$ cat src/script_lexical_scanner_defines.svh
// ----------------------------------------------------------------------------
// script_lexical_scanner_defines
// Assertion macros shared by the sls_front and sls_queue RTL files.
// ----------------------------------------------------------------------------
`ifndef SCRIPT_LEXICAL_SCANNER_DEFINES_SVH
`define SCRIPT_LEXICAL_SCANNER_DEFINES_SVH

// Check a property at every clock edge outside reset.
`define SLS_CHECK(lbl, prop, msg) \
	lbl: assert property (@(posedge clk) disable iff (!arst_n) prop) \
		else $error(msg);

// Check that a condition in one cycle implies another in the next cycle.
`define SLS_CHECK_NEXT(lbl, ante, cons, msg) \
	lbl: assert property (@(posedge clk) disable iff (!arst_n) (ante) |=> (cons)) \
		else $error(msg);

`endif

$ cat src/sls_pkg.sv
// ----------------------------------------------------------------------------
// sls_pkg
// Types, token kinds and keyword lookup shared by the scanner modules.
// ----------------------------------------------------------------------------
package sls_pkg;

	localparam int POS_W   = 20;
	localparam int LINE_W  = 20;
	localparam int KIND_W  = 6;
	localparam int ERR_W   = 2;
	localparam int TOK_MAX = 3;   // most tokens one byte can finish
	localparam int TOK_CW  = 2;
	localparam int QDEPTH  = 4;
	localparam int QPTR_W  = 2;
	localparam int QCNT_W  = 3;
	localparam int KW_LEN  = 6;
	localparam int KW_IW   = 3;
	localparam int TOK_W   = KIND_W + POS_W + POS_W + LINE_W + ERR_W;
	localparam int TDATA_W = ((TOK_W + 7) / 8) * 8;

	localparam logic [POS_W-1:0]  POS_MAX  = '1;
	localparam logic [LINE_W-1:0] LINE_MAX = '1;

	typedef enum logic [KIND_W-1:0] {
		K_LPAREN    = 6'd0,  K_RPAREN    = 6'd1,  K_LBRACE   = 6'd2,  K_RBRACE  = 6'd3,
		K_SEMI      = 6'd4,  K_COMMA     = 6'd5,  K_DOT      = 6'd6,
		K_MINUS     = 6'd7,  K_MINUS_EQ  = 6'd8,  K_PLUS     = 6'd9,  K_PLUS_EQ = 6'd10,
		K_SLASH     = 6'd11, K_SLASH_EQ  = 6'd12, K_DSLASH   = 6'd13,
		K_DSLASH_EQ = 6'd14, K_STAR      = 6'd15, K_STAR_EQ  = 6'd16,
		K_DSTAR     = 6'd17, K_DSTAR_EQ  = 6'd18, K_BANG     = 6'd19, K_BANG_EQ = 6'd20,
		K_EQUAL     = 6'd21, K_EQ_EQ     = 6'd22, K_GT       = 6'd23, K_GE      = 6'd24,
		K_LT        = 6'd25, K_LE        = 6'd26,
		K_IDENT     = 6'd27, K_STRING    = 6'd28, K_NUMBER   = 6'd29,
		K_AND       = 6'd30, K_CLASS     = 6'd31, K_ELSE     = 6'd32, K_FALSE   = 6'd33,
		K_FOR       = 6'd34, K_FN        = 6'd35, K_IF       = 6'd36, K_LET     = 6'd37,
		K_NIL       = 6'd38, K_OR        = 6'd39, K_PRINT    = 6'd40, K_RETURN  = 6'd41,
		K_SUPER     = 6'd42, K_THIS      = 6'd43, K_TRUE     = 6'd44, K_WHILE   = 6'd45,
		K_ERROR     = 6'd46, K_EOF       = 6'd47
	} kind_t;

	typedef enum logic [ERR_W-1:0] {
		ERR_NONE         = 2'd0,
		ERR_UNEXPECTED   = 2'd1,
		ERR_UNTERMINATED = 2'd2
	} err_t;

	typedef struct packed {
		err_t              err;
		logic [LINE_W-1:0] line;
		logic [POS_W-1:0]  length;
		logic [POS_W-1:0]  offset;
		kind_t             kind;
	} tok_t;

	// All tokens finished by one source byte, in emission order from index 0.
	typedef struct packed {
		tok_t [TOK_MAX-1:0] toks;
		logic [TOK_CW-1:0]  cnt;
	} bundle_t;

	function automatic tok_t mk_tok(input kind_t k, input logic [POS_W-1:0] off,
			input logic [POS_W-1:0] len, input logic [LINE_W-1:0] ln, input err_t e);
		tok_t t;
		t.kind   = k;
		t.offset = off;
		t.length = len;
		t.line   = ln;
		t.err    = e;
		return t;
	endfunction

	// w holds the first six identifier bytes, first byte in the top bits.
	function automatic kind_t kw_kind(input logic [8*KW_LEN-1:0] w,
			input logic [KW_IW-1:0] n);
		kind_t k;
		k = K_IDENT;
		case (n)
			3'd2: begin
				if (w[47:32] == "fn")      k = K_FN;
				else if (w[47:32] == "if") k = K_IF;
				else if (w[47:32] == "or") k = K_OR;
			end
			3'd3: begin
				if (w[47:24] == "and")      k = K_AND;
				else if (w[47:24] == "for") k = K_FOR;
				else if (w[47:24] == "let") k = K_LET;
				else if (w[47:24] == "nil") k = K_NIL;
			end
			3'd4: begin
				if (w[47:16] == "else")      k = K_ELSE;
				else if (w[47:16] == "this") k = K_THIS;
				else if (w[47:16] == "true") k = K_TRUE;
			end
			3'd5: begin
				if (w[47:8] == "class")      k = K_CLASS;
				else if (w[47:8] == "false") k = K_FALSE;
				else if (w[47:8] == "print") k = K_PRINT;
				else if (w[47:8] == "super") k = K_SUPER;
				else if (w[47:8] == "while") k = K_WHILE;
			end
			3'd6: begin
				if (w[47:40] == "r" && w[39:0] == "eturn") k = K_RETURN;
			end
			default: k = K_IDENT;
		endcase
		return k;
	endfunction

endpackage

$ cat src/script_lexical_scanner.sv
// ----------------------------------------------------------------------------
// script_lexical_scanner
// Streaming lexical scanner: source bytes in, tokens with kind, offset,
// length, line and error code out.
// ----------------------------------------------------------------------------
//  channel  dir  width  contents
//  s_*      in   8      s_tdata[7:0] src_byte, 0 ends the source
//  m_*      out  72     token_kind, token_offset, token_length, token_line,
//                       error_code; m_tlast = last_of_run
//
// Cycles: one source byte is taken per cycle while the token queue has room;
//   tokens leave at one per cycle while m_tready is high, so a byte that finishes
//   k tokens (k <= 3) occupies the output for k transactions. The four-entry
//   group queue absorbs bursts; a byte finishing no token never touches it.
// Path: the token group a byte finishes is written into the queue as the byte
//   is accepted, then loaded into the output register that drives m_*.
// Reset: arst_n clears scan state to offset 0, line 1; no clearing pass.
// Stalls: s_tready drops only when the queue is full; m_tready low holds the
//   output register and the queue keeps filling behind it.
// ----------------------------------------------------------------------------
module script_lexical_scanner (
	input  logic                         clk,
	input  logic                         arst_n,
	// Source bytes
	input  logic                         s_tvalid,
	output logic                         s_tready,
	input  logic [7:0]                   s_tdata,   // [7:0] src_byte
	// Tokens
	output logic                         m_tvalid,
	input  logic                         m_tready,
	// [5:0] token_kind, [25:6] token_offset, [45:26] token_length,
	// [65:46] token_line, [67:66] error_code, [71:68] zero
	output logic [sls_pkg::TDATA_W-1:0]  m_tdata,
	output logic                         m_tlast    // last_of_run
);

	sls_pkg::bundle_t  fr_bundle, q_head;
	logic              fr_push, q_full, q_empty, bk_pop;

	// Accept a byte whenever the queue can take whatever it finishes.
	assign s_tready = !q_full;

	// Front: classify each byte, track mode, position and line.
	sls_front u_front (
		.clk      (clk),
		.arst_n   (arst_n),
		.in_valid (s_tvalid),
		.in_ready (s_tready),
		.in_byte  (s_tdata),
		.push     (fr_push),
		.bundle   (fr_bundle)
	);

	// Queue: hold finished token groups until the back end drains them.
	sls_queue u_queue (
		.clk     (clk),
		.arst_n  (arst_n),
		.push    (fr_push),
		.wr_data (fr_bundle),
		.pop     (bk_pop),
		.head    (q_head),
		.full    (q_full),
		.empty   (q_empty)
	);

	// Back: serialize each group, one transaction per token, tlast on the last.
	sls_back u_back (
		.clk      (clk),
		.arst_n   (arst_n),
		.head     (q_head),
		.empty    (q_empty),
		.pop      (bk_pop),
		.m_tvalid (m_tvalid),
		.m_tready (m_tready),
		.m_tdata  (m_tdata),
		.m_tlast  (m_tlast)
	);

endmodule

$ cat src/sls_front.sv
// ----------------------------------------------------------------------------
// sls_front
// Scan one source byte per cycle while in_valid and in_ready are high, and collect the tokens it finishes.
// ----------------------------------------------------------------------------
`include "script_lexical_scanner_defines.svh"

module sls_front (
	input  logic                   clk,
	input  logic                   arst_n,
	input  logic                   in_valid,
	input  logic                   in_ready,
	input  logic [7:0]             in_byte,
	output logic                   push,
	output sls_pkg::bundle_t       bundle
);

	localparam logic [7:0] CH_NUL   = 8'h00;
	localparam logic [7:0] CH_TAB   = 8'h09;
	localparam logic [7:0] CH_LF    = 8'h0A;
	localparam logic [7:0] CH_CR    = 8'h0D;
	localparam logic [7:0] CH_SPACE = 8'h20;
	localparam logic [7:0] CH_BANG  = 8'h21;
	localparam logic [7:0] CH_QUOTE = 8'h22;
	localparam logic [7:0] CH_HASH  = 8'h23;
	localparam logic [7:0] CH_LPAR  = 8'h28;
	localparam logic [7:0] CH_RPAR  = 8'h29;
	localparam logic [7:0] CH_STAR  = 8'h2A;
	localparam logic [7:0] CH_PLUS  = 8'h2B;
	localparam logic [7:0] CH_COMMA = 8'h2C;
	localparam logic [7:0] CH_MINUS = 8'h2D;
	localparam logic [7:0] CH_DOT   = 8'h2E;
	localparam logic [7:0] CH_SLASH = 8'h2F;
	localparam logic [7:0] CH_SEMI  = 8'h3B;
	localparam logic [7:0] CH_LT    = 8'h3C;
	localparam logic [7:0] CH_EQ    = 8'h3D;
	localparam logic [7:0] CH_GT    = 8'h3E;
	localparam logic [7:0] CH_LBR   = 8'h7B;
	localparam logic [7:0] CH_RBR   = 8'h7D;

	typedef enum logic [4:0] {
		M_IDLE, M_IDENT, M_NUMI, M_NUMD, M_NUMF, M_STR, M_CMT,
		M_MINUS, M_PLUS, M_SLASH1, M_SLASH2, M_STAR1, M_STAR2,
		M_BANG, M_EQUAL, M_LESS, M_GREATER
	} mode_t;

	mode_t                          mode_q, nxt_mode, op_dbl_mode;
	logic [sls_pkg::POS_W-1:0]      pos_q, begin_q, dot_q;
	logic [sls_pkg::POS_W-1:0]      nxt_pos, nxt_begin, nxt_dot;
	logic [sls_pkg::LINE_W-1:0]     line_q, nxt_line, line_inc;
	logic [sls_pkg::KW_IW-1:0]      cnt_q, nxt_cnt, win_idx;
	logic [7:0]                     win_q [sls_pkg::KW_LEN];
	logic                           win_we;
	logic [sls_pkg::POS_W-1:0]      held, num_len, with_len;
	logic [sls_pkg::POS_W:0]        with_w;
	logic                           acc, consumed, is_digit, is_alpha;
	logic                           is_op, op_has_dbl;
	logic [7:0]                     op_dchar, low_b;
	sls_pkg::kind_t                 op_base, op_eq;
	sls_pkg::tok_t [sls_pkg::TOK_MAX-1:0] toks;
	logic [sls_pkg::TOK_CW-1:0]     n;

	assign acc      = in_valid && in_ready;
	assign low_b    = in_byte | 8'h20;
	assign is_digit = (in_byte >= "0") && (in_byte <= "9");
	assign is_alpha = !in_byte[7] && (low_b >= "a") && (low_b <= "z");
	assign held     = pos_q - begin_q;
	assign num_len  = dot_q - begin_q;
	assign with_w   = {1'b0, pos_q} + {{sls_pkg::POS_W{1'b0}}, 1'b1} - {1'b0, begin_q};
	assign with_len = with_w[sls_pkg::POS_W] ? sls_pkg::POS_MAX
		: with_w[sls_pkg::POS_W-1:0];
	assign line_inc = (line_q == sls_pkg::LINE_MAX) ? line_q
		: line_q + {{(sls_pkg::LINE_W-1){1'b0}}, 1'b1};

	always_comb begin
		nxt_mode    = mode_q;
		nxt_begin   = begin_q;
		nxt_line    = line_q;
		nxt_cnt     = cnt_q;
		nxt_dot     = dot_q;
		win_we      = 1'b0;
		win_idx     = cnt_q;
		consumed    = 1'b0;
		toks        = '0;
		n           = '0;
		is_op       = 1'b0;
		op_has_dbl  = 1'b0;
		op_dbl_mode = M_IDLE;
		op_dchar    = CH_NUL;
		op_base     = sls_pkg::K_MINUS;
		op_eq       = sls_pkg::K_MINUS_EQ;

		// Continue the pending token.
		case (mode_q)
			M_IDENT: begin
				if (is_alpha || is_digit) begin
					consumed = 1'b1;
					if (cnt_q < 3'd6) win_we = 1'b1;
					if (cnt_q < 3'd7) nxt_cnt = cnt_q + 3'd1;
				end else begin
					toks[n] = sls_pkg::mk_tok(sls_pkg::kw_kind({win_q[0], win_q[1], win_q[2],
						win_q[3], win_q[4], win_q[5]}, cnt_q), begin_q, held, line_q,
						sls_pkg::ERR_NONE);
					n = n + 2'd1;
				end
			end
			M_NUMI: begin
				if (is_digit) begin
					consumed = 1'b1;
				end else if (in_byte == CH_DOT) begin
					consumed = 1'b1;
					nxt_dot  = pos_q;
					nxt_mode = M_NUMD;
				end else begin
					toks[n] = sls_pkg::mk_tok(sls_pkg::K_NUMBER, begin_q, held, line_q,
						sls_pkg::ERR_NONE);
					n = n + 2'd1;
				end
			end
			M_NUMD: begin
				if (is_digit) begin
					consumed = 1'b1;
					nxt_mode = M_NUMF;
				end else begin
					// Trailing dot: split into number and dot.
					toks[n] = sls_pkg::mk_tok(sls_pkg::K_NUMBER, begin_q, num_len, line_q,
						sls_pkg::ERR_NONE);
					n = n + 2'd1;
					toks[n] = sls_pkg::mk_tok(sls_pkg::K_DOT, dot_q,
						{{(sls_pkg::POS_W-1){1'b0}}, 1'b1}, line_q, sls_pkg::ERR_NONE);
					n = n + 2'd1;
				end
			end
			M_NUMF: begin
				if (is_digit) begin
					consumed = 1'b1;
				end else begin
					toks[n] = sls_pkg::mk_tok(sls_pkg::K_NUMBER, begin_q, held, line_q,
						sls_pkg::ERR_NONE);
					n = n + 2'd1;
				end
			end
			M_STR: begin
				if (in_byte == CH_NUL) begin
					toks[n] = sls_pkg::mk_tok(sls_pkg::K_ERROR, begin_q, held, line_q,
						sls_pkg::ERR_UNTERMINATED);
					n = n + 2'd1;
				end else if (in_byte == CH_QUOTE) begin
					toks[n] = sls_pkg::mk_tok(sls_pkg::K_STRING, begin_q, with_len, line_q,
						sls_pkg::ERR_NONE);
					n = n + 2'd1;
					consumed = 1'b1;
					nxt_mode = M_IDLE;
				end else begin
					consumed = 1'b1;
					if (in_byte == CH_LF) nxt_line = line_inc;
				end
			end
			M_CMT: consumed = !(in_byte == CH_NUL || in_byte == CH_LF);
			M_MINUS: begin
				is_op = 1'b1; op_base = sls_pkg::K_MINUS; op_eq = sls_pkg::K_MINUS_EQ;
			end
			M_PLUS: begin
				is_op = 1'b1; op_base = sls_pkg::K_PLUS; op_eq = sls_pkg::K_PLUS_EQ;
			end
			M_SLASH1: begin
				is_op = 1'b1; op_base = sls_pkg::K_SLASH; op_eq = sls_pkg::K_SLASH_EQ;
				op_has_dbl = 1'b1; op_dbl_mode = M_SLASH2; op_dchar = CH_SLASH;
			end
			M_SLASH2: begin
				is_op = 1'b1; op_base = sls_pkg::K_DSLASH; op_eq = sls_pkg::K_DSLASH_EQ;
			end
			M_STAR1: begin
				is_op = 1'b1; op_base = sls_pkg::K_STAR; op_eq = sls_pkg::K_STAR_EQ;
				op_has_dbl = 1'b1; op_dbl_mode = M_STAR2; op_dchar = CH_STAR;
			end
			M_STAR2: begin
				is_op = 1'b1; op_base = sls_pkg::K_DSTAR; op_eq = sls_pkg::K_DSTAR_EQ;
			end
			M_BANG: begin
				is_op = 1'b1; op_base = sls_pkg::K_BANG; op_eq = sls_pkg::K_BANG_EQ;
			end
			M_EQUAL: begin
				is_op = 1'b1; op_base = sls_pkg::K_EQUAL; op_eq = sls_pkg::K_EQ_EQ;
			end
			M_LESS: begin
				is_op = 1'b1; op_base = sls_pkg::K_LT; op_eq = sls_pkg::K_LE;
			end
			M_GREATER: begin
				is_op = 1'b1; op_base = sls_pkg::K_GT; op_eq = sls_pkg::K_GE;
			end
			default: consumed = 1'b0;
		endcase

		if (is_op) begin
			if (in_byte == CH_EQ) begin
				toks[n] = sls_pkg::mk_tok(op_eq, begin_q, with_len, line_q,
					sls_pkg::ERR_NONE);
				n = n + 2'd1;
				consumed = 1'b1;
				nxt_mode = M_IDLE;
			end else if (op_has_dbl && in_byte == op_dchar) begin
				consumed = 1'b1;
				nxt_mode = op_dbl_mode;
			end else begin
				toks[n] = sls_pkg::mk_tok(op_base, begin_q, held, line_q, sls_pkg::ERR_NONE);
				n = n + 2'd1;
			end
		end

		// Rescan the byte from idle, or close the source on a NUL.
		if (!consumed) begin
			if (in_byte == CH_NUL) begin
				toks[n] = sls_pkg::mk_tok(sls_pkg::K_EOF, pos_q, '0, line_q,
					sls_pkg::ERR_NONE);
				n = n + 2'd1;
				nxt_mode  = M_IDLE;
				nxt_begin = '0;
				nxt_line  = {{(sls_pkg::LINE_W-1){1'b0}}, 1'b1};
				nxt_cnt   = '0;
				nxt_dot   = '0;
			end else begin
				nxt_mode  = M_IDLE;
				nxt_begin = pos_q;
				if (is_digit) begin
					nxt_mode = M_NUMI;
				end else if (is_alpha) begin
					nxt_mode = M_IDENT;
					win_we   = 1'b1;
					win_idx  = '0;
					nxt_cnt  = 3'd1;
				end else begin
					case (in_byte)
						CH_SPACE, CH_TAB, CH_CR: nxt_mode = M_IDLE;
						CH_LF:    nxt_line = line_inc;
						CH_HASH:  nxt_mode = M_CMT;
						CH_QUOTE: nxt_mode = M_STR;
						CH_MINUS: nxt_mode = M_MINUS;
						CH_PLUS:  nxt_mode = M_PLUS;
						CH_SLASH: nxt_mode = M_SLASH1;
						CH_STAR:  nxt_mode = M_STAR1;
						CH_BANG:  nxt_mode = M_BANG;
						CH_EQ:    nxt_mode = M_EQUAL;
						CH_LT:    nxt_mode = M_LESS;
						CH_GT:    nxt_mode = M_GREATER;
						CH_LPAR, CH_RPAR, CH_LBR, CH_RBR, CH_SEMI, CH_COMMA, CH_DOT: begin
							toks[n] = sls_pkg::mk_tok(
								(in_byte == CH_LPAR)  ? sls_pkg::K_LPAREN :
								(in_byte == CH_RPAR)  ? sls_pkg::K_RPAREN :
								(in_byte == CH_LBR)   ? sls_pkg::K_LBRACE :
								(in_byte == CH_RBR)   ? sls_pkg::K_RBRACE :
								(in_byte == CH_SEMI)  ? sls_pkg::K_SEMI   :
								(in_byte == CH_COMMA) ? sls_pkg::K_COMMA  : sls_pkg::K_DOT,
								pos_q, {{(sls_pkg::POS_W-1){1'b0}}, 1'b1}, line_q,
								sls_pkg::ERR_NONE);
							n = n + 2'd1;
						end
						default: begin
							toks[n] = sls_pkg::mk_tok(sls_pkg::K_ERROR, pos_q,
								{{(sls_pkg::POS_W-1){1'b0}}, 1'b1}, line_q,
								sls_pkg::ERR_UNEXPECTED);
							n = n + 2'd1;
						end
					endcase
				end
			end
		end

		// Advance the position on every non-NUL byte, holding at the top.
		if (in_byte == CH_NUL) nxt_pos = '0;
		else if (pos_q == sls_pkg::POS_MAX) nxt_pos = pos_q;
		else nxt_pos = pos_q + {{(sls_pkg::POS_W-1){1'b0}}, 1'b1};
	end

	assign push        = acc && (n != '0);
	assign bundle.toks = toks;
	assign bundle.cnt  = n;

	always_ff @(posedge clk or negedge arst_n) begin
		if (!arst_n) begin
			mode_q  <= M_IDLE;
			pos_q   <= '0;
			begin_q <= '0;
			line_q  <= {{(sls_pkg::LINE_W-1){1'b0}}, 1'b1};
			cnt_q   <= '0;
			dot_q   <= '0;
		end else if (acc) begin
			mode_q  <= nxt_mode;
			pos_q   <= nxt_pos;
			begin_q <= nxt_begin;
			line_q  <= nxt_line;
			cnt_q   <= nxt_cnt;
			dot_q   <= nxt_dot;
		end
	end

	// Keyword window: written only for the identifier in progress.
	always_ff @(posedge clk) begin
		if (acc && win_we) win_q[win_idx] <= in_byte;
	end

	`SLS_CHECK_NEXT(a_eof_rewinds, acc && in_byte == CH_NUL,
		pos_q == '0 && line_q == {{(sls_pkg::LINE_W-1){1'b0}}, 1'b1} && mode_q == M_IDLE,
		"scanner did not rewind after end of source")
	`SLS_CHECK(a_begin_le_pos, begin_q <= pos_q, "token start past current position")

endmodule

$ cat src/sls_queue.sv
// ----------------------------------------------------------------------------
// sls_queue
// Small FIFO of token groups between the scanner and the token emitter.
// ----------------------------------------------------------------------------
`include "script_lexical_scanner_defines.svh"

module sls_queue (
	input  logic             clk,
	input  logic             arst_n,
	input  logic             push,
	input  sls_pkg::bundle_t wr_data,
	input  logic             pop,
	output sls_pkg::bundle_t head,
	output logic             full,
	output logic             empty
);

	sls_pkg::bundle_t            mem_q [sls_pkg::QDEPTH];
	logic [sls_pkg::QPTR_W-1:0]  wr_q, rd_q;
	logic [sls_pkg::QCNT_W-1:0]  cnt_q;

	assign full  = (cnt_q == sls_pkg::QCNT_W'(sls_pkg::QDEPTH));
	assign empty = (cnt_q == '0);
	assign head  = mem_q[rd_q];

	always_ff @(posedge clk or negedge arst_n) begin
		if (!arst_n) begin
			wr_q  <= '0;
			rd_q  <= '0;
			cnt_q <= '0;
		end else begin
			if (push) wr_q <= wr_q + 1'b1;
			if (pop)  rd_q <= rd_q + 1'b1;
			if (push && !pop) cnt_q <= cnt_q + 1'b1;
			else if (pop && !push) cnt_q <= cnt_q - 1'b1;
		end
	end

	always_ff @(posedge clk) begin
		if (push) mem_q[wr_q] <= wr_data;
	end

	`SLS_CHECK(a_no_overflow, push |-> !full, "push into a full token queue")
	`SLS_CHECK(a_no_underflow, pop |-> !empty, "pop from an empty token queue")
	`SLS_CHECK(a_head_nonempty, !empty |-> head.cnt != '0, "queued group holds no token")

endmodule

$ cat src/sls_back.sv
// ----------------------------------------------------------------------------
// sls_back
// Drain queued token groups one token per cycle, while the output is not stalled, into the output register.
// ----------------------------------------------------------------------------
module sls_back (
	input  logic                         clk,
	input  logic                         arst_n,
	input  sls_pkg::bundle_t             head,
	input  logic                         empty,
	output logic                         pop,
	output logic                         m_tvalid,
	input  logic                         m_tready,
	output logic [sls_pkg::TDATA_W-1:0]  m_tdata,
	output logic                         m_tlast
);

	logic                        valid_q, last_q, load, is_last;
	logic [sls_pkg::TOK_CW-1:0]  idx_q;
	sls_pkg::tok_t               tok_q;

	assign load    = !valid_q || m_tready;
	assign is_last = (idx_q == head.cnt - 2'd1);
	assign pop     = load && !empty && is_last;

	always_ff @(posedge clk or negedge arst_n) begin
		if (!arst_n) begin
			valid_q <= 1'b0;
			last_q  <= 1'b0;
			idx_q   <= '0;
		end else if (load) begin
			valid_q <= !empty;
			if (!empty) begin
				last_q <= is_last;
				idx_q  <= is_last ? '0 : idx_q + 2'd1;
			end
		end
	end

	always_ff @(posedge clk) begin
		if (load && !empty) tok_q <= head.toks[idx_q];
	end

	assign m_tvalid = valid_q;
	assign m_tlast  = last_q;
	assign m_tdata  = {{(sls_pkg::TDATA_W - sls_pkg::TOK_W){1'b0}}, tok_q};

endmodule
$ cat config.mk
export PLATFORM = sky130hd
export DESIGN_NAME = script_lexical_scanner
export DESIGN_NICKNAME = d
export VERILOG_FILES = /design/src/sls_pkg.sv /design/src/script_lexical_scanner.sv /design/src/sls_front.sv /design/src/sls_queue.sv /design/src/sls_back.sv
export VERILOG_INCLUDE_DIRS = /design/src /design/src/src
export SDC_FILE = /design/constraint.sdc
export NUM_CORES = 1
export LEC_CHECK = 0
export BUFFER_PORTS_ARGS = -buffer_cell sky130_fd_sc_hd__buf_2
export CAP_MARGIN = 30
export CORE_MARGIN = 2
export CORE_UTILIZATION = 35
export DETAILED_ROUTE_END_ITERATION = 16
export PLACE_DENSITY = 0.48
export SLEW_MARGIN = 5
export SYNTH_ARGS = -nofsm -noshare
export SYNTH_HDL_FRONTEND = slang
export SYNTH_SLANG_ARGS = --single-unit
$ cat constraint.sdc
create_clock -name clk -period 7.85 [get_ports clk]
set_input_delay 1.57 -clock clk [delete_from_list [all_inputs] [get_ports clk]]
set_output_delay 1.57 -clock clk [all_outputs]
set_load 0.005 [all_outputs]
==> impl_results.md <==
- Status: finished, final reports clean
- First-pass GRT wire length: 197000 microns
- Worst Hold Depth: 1
- Pin count of the biggest net entering global routing: 151
- Initial antenna violation count: 3
- Worst path max stage delay: 0.55 ns
- Asr flop ratio synth: 9.60%
- Routed WL: 132000 microns
- Core ar.: 133000 sq um
- Clock skew: 0.0642 ns
- Hold_buf cts: 0
- Drt wl/cell: 25.9 microns
- Synth area leaders: edfxtp_1, mux4_2, dfrtp_1
- Num ports: 87
- I/O Buffers: 82
- Origin of the critical flop-to-flop path: u_front.mode_q[0]
- Setup TNS: 0 ns
- Most common cell in the netlist: edfxtp_1
- Clk slew on worst S/H paths: 0.06 ns
- Vias: 28500
- Max Cap Viol: 0
- Die H: 370 microns
- Post-DRT Antenna Nets: 0
- Stages on the worst setup path: 16
- CP endpoint kind: flop
- Period minus WS final: 5.80 ns
- Clock latency on the worst-skew pair: 0.76 ns
- Drc violations: 0
- Synth Warn #: 0
- Antenna diodes: 0
- Critical Path Source: s_tdata[7]
- Crit-path cells: buf_2 -> nor4b_4 -> nand4_1 -> a32oi_1 -> o31ai_1 -> nor2_1 -> ha_1 -> a21oi_1 -> ha_1 -> inv_1 -> a2111oi_1 -> nand2_2 -> buf_4 -> nand2b_1 -> buf_4 -> and2_1
- Fin crit share: 73.9%
- Die width: 370 microns
- Arrival time of the worst setup path: 6.35 ns
- Power Density: 384 nW/um^2
- Crit-path max FO: 20
- RSZ-0062 raised after global routing: false
- DP HPWL: 87900 microns
- Starting DRT DRC Count: 2746
- Leak: 17.9 nW
- Worst path bufs/invs: 4
- Post-synth top cells: edfxtp_1, nand2_1, mux4_2
- Primary FF master, synth: edfxtp_1
- Worst Hold Class: reg -> reg
- Layout cell share with drive strength beyond 1: 17.2%
- Final Wtd Congestion: 0.882
- Yosys top cell area share: 59.7%
- Storage cell area: 30500 sq um
- Root Driver: clkbuf_16
- Final-layout fill cell count: 12200
- First drt pass iteration count: 6
- Grt total ovfl: 0
- Setup-failing EPs final: 0
- Vias per inst: 5.59
- Final WS setup: 2.05 ns
- CTS tree: yes
- Worst setup SP type: input pin
- Tightest Pin Transition: 1.10 ns
- P&R area growth vs syn: 14.4%
- Die area: 137000 sq um
- H-tree depth: 3
- Yosys reg bits: 1031
- Post_cts resized: 0
- CP delay by family, top: simple AND/OR/NAND/NOR gates
- Sequential share of the synthesized area: 65.0%
- Mapped Cells: 3143
- Worst EP required: 8.40 ns
- Buffer depth of the longest clock path: 3
- Placement Setup Slack: 1.37 ns
- Avg Cell Area, Syn: 14.9 sq um
- Critical path type: in -> reg
- Worst reg2reg path depth: 13
- Yosys cell types: 99
- Fin nets: 3349
- Clock sink count: 1031
- Min-delay src: u_back.m_tlast
- Slowest CP cell: nor2_1
- Post-CTS Setup Inserts: 0
- All-Layer GR Usage: 19.3%
- Area of the multi-input gates: 15400 sq um
- Initial Util: 35.2%
- Max frequency: 172 MHz
- Max-slew violation count: 0
- Rows: 134
- Mapped Area: 46900 sq um
- Worst vdd ir: 0.255 mV
- Vias in the first global route: 29200
- Worst slew margin: 26.6%
- Post-synth top area cell: edfxtp_1
- Number of enable flip-flop cells after synthesis: 932
- Number of CTS-inserted buffers: 109
- Fin. Hold Viols: 0
## cells by family (layout without fill, tap and decap cells)
| logic type | Yosys count | after routing | share of synthesized area [%] |
|---|---|---|---|
| XOR/XNOR | 79 | 79 | 1.48 |
| flip-flops | 1031 | 1031 | 65.0 |
| AND/OR/NAND/NOR | 752 | 752 | 8.15 |
| other | 1 | 4 | 0.00800 |
| buffers and inverters | 272 | 462 | 2.32 |
| adder cells (fa/ha/maj) | 96 | 96 | 2.86 |
| AO/OA/AOI/OAI | 636 | 636 | 8.86 |
| multiplexers | 276 | 276 | 11.3 |
## where the power goes
| part | internal [mW] | switching, mW |
|---|---|---|
| Combinational | 2.77 | 4.56 |
| Sequential | 7.41 | 0.543 |
| Clock | 3.11 | 2.20 |
## metal layers
metal | up-vias | wire length, microns | track usage, %
met5 | - | 0 | 0
met4 | 0 | 2790 | 5.20
met3 | 159 | 6930 | 2.93
met2 | 858 | 61900 | 30.5
met1 | 15000 | 60600 | 27.8
li1 | 12600 | - | -
## layout by cell type, fill, tap and decap left out, types with 21 or more instances in the layout
| master | netlist | final |
|---|---|---|
| a21oi_1 | 113 | 112 |
| clkinv_1 | 1 | 26 |
| a22oi_1 | 34 | 34 |
| buf_4 | 6 | 54 |
| clkbuf_16 | 0 | 110 |
| a31oi_1 | 28 | 27 |
| and2_1 | 41 | 37 |
| nor2b_1 | 63 | 62 |
| o21ai_1 | 24 | 24 |
| nor3_1 | 26 | 25 |
| nand3_1 | 96 | 95 |
| mux4_2 | 204 | 204 |
| clkbuf_1 | 114 | 21 |
| edfxtp_1 | 932 | 932 |
| a221oi_1 | 30 | 30 |
| a22o_1 | 43 | 43 |
| xor2_1 | 29 | 28 |
| inv_1 | 91 | 91 |
| o21ai_0 | 199 | 199 |
| nand4_1 | 32 | 32 |
| xnor2_1 | 50 | 50 |
| mux2i_1 | 70 | 69 |
| buf_2 | 29 | 82 |
| nand2_1 | 212 | 212 |
| dfrtp_1 | 98 | 94 |
| ha_1 | 76 | 76 |
| nor2_1 | 157 | 155 |
## metrics by stage
stage | cells | hold WS (ns) | power [mW] | area [sq um] | util, %
final | 5104 | 0.484 | 20.6 | 53600 | 40.3
after global routing | 5104 | 0.514 | 21.7 | 53600 | 40.3
after CTS | 5101 | 0.489 | 20.8 | 53600 | 40.2
after detailed placement | 4896 | 0.476 | 15.5 | 49900 | 37.5
after global placement | 4886 | 0.473 | 15.3 | 49600 | 37.3
after floorplan | 3146 | 0.464 | 12.5 | 46900 | -
## final cells by class
cell class,instances,area share [%]
Tap cell,1768,4.13
Inverter,92,0.644
Multi-Input combinational cell,1843,28.8
Clock inverter,71,1.56
Timing Repair Buffer,165,2.69
Sequential cell,1031,56.8
Clock buffer,134,5.36
## flip-flops by register name, indices dropped and copies added, names as in the netlist
| register | flops |
|---|---|
| u_back.m_tdata | 68 |
| u_queue.wr_q | 2 |
| u_front.pos_q | 20 |
| u_back.m_tlast | 1 |
| u_queue.rd_q | 2 |
| u_front.mode_q | 5 |
| u_front.dot_q | 20 |
| u_back.m_tvalid | 1 |
| u_queue.cnt_q | 3 |
| u_front.line_q | 20 |
| u_queue.mem_q | 816 |
| u_front.begin_q | 20 |
| u_front.cnt_q | 3 |
| u_back.idx_q | 2 |
| u_front.win_q | 48 |
## path summary, 6_finish.rpt
path | to | slack, ns
min in group asynchronous | u_front.begin_q[10] | 0.83
setup / recovery | u_queue.mem_q[1][67] | 2.05
max in group asynchronous | u_queue.rd_q[1] | 5.62
hold reg to reg | u_back.m_tlast | 0.48
hold / removal | u_back.m_tlast | 0.48
setup reg to reg | u_queue.mem_q[1][67] | 2.41
Note: power is estimated with default switching activity, not from simulation.
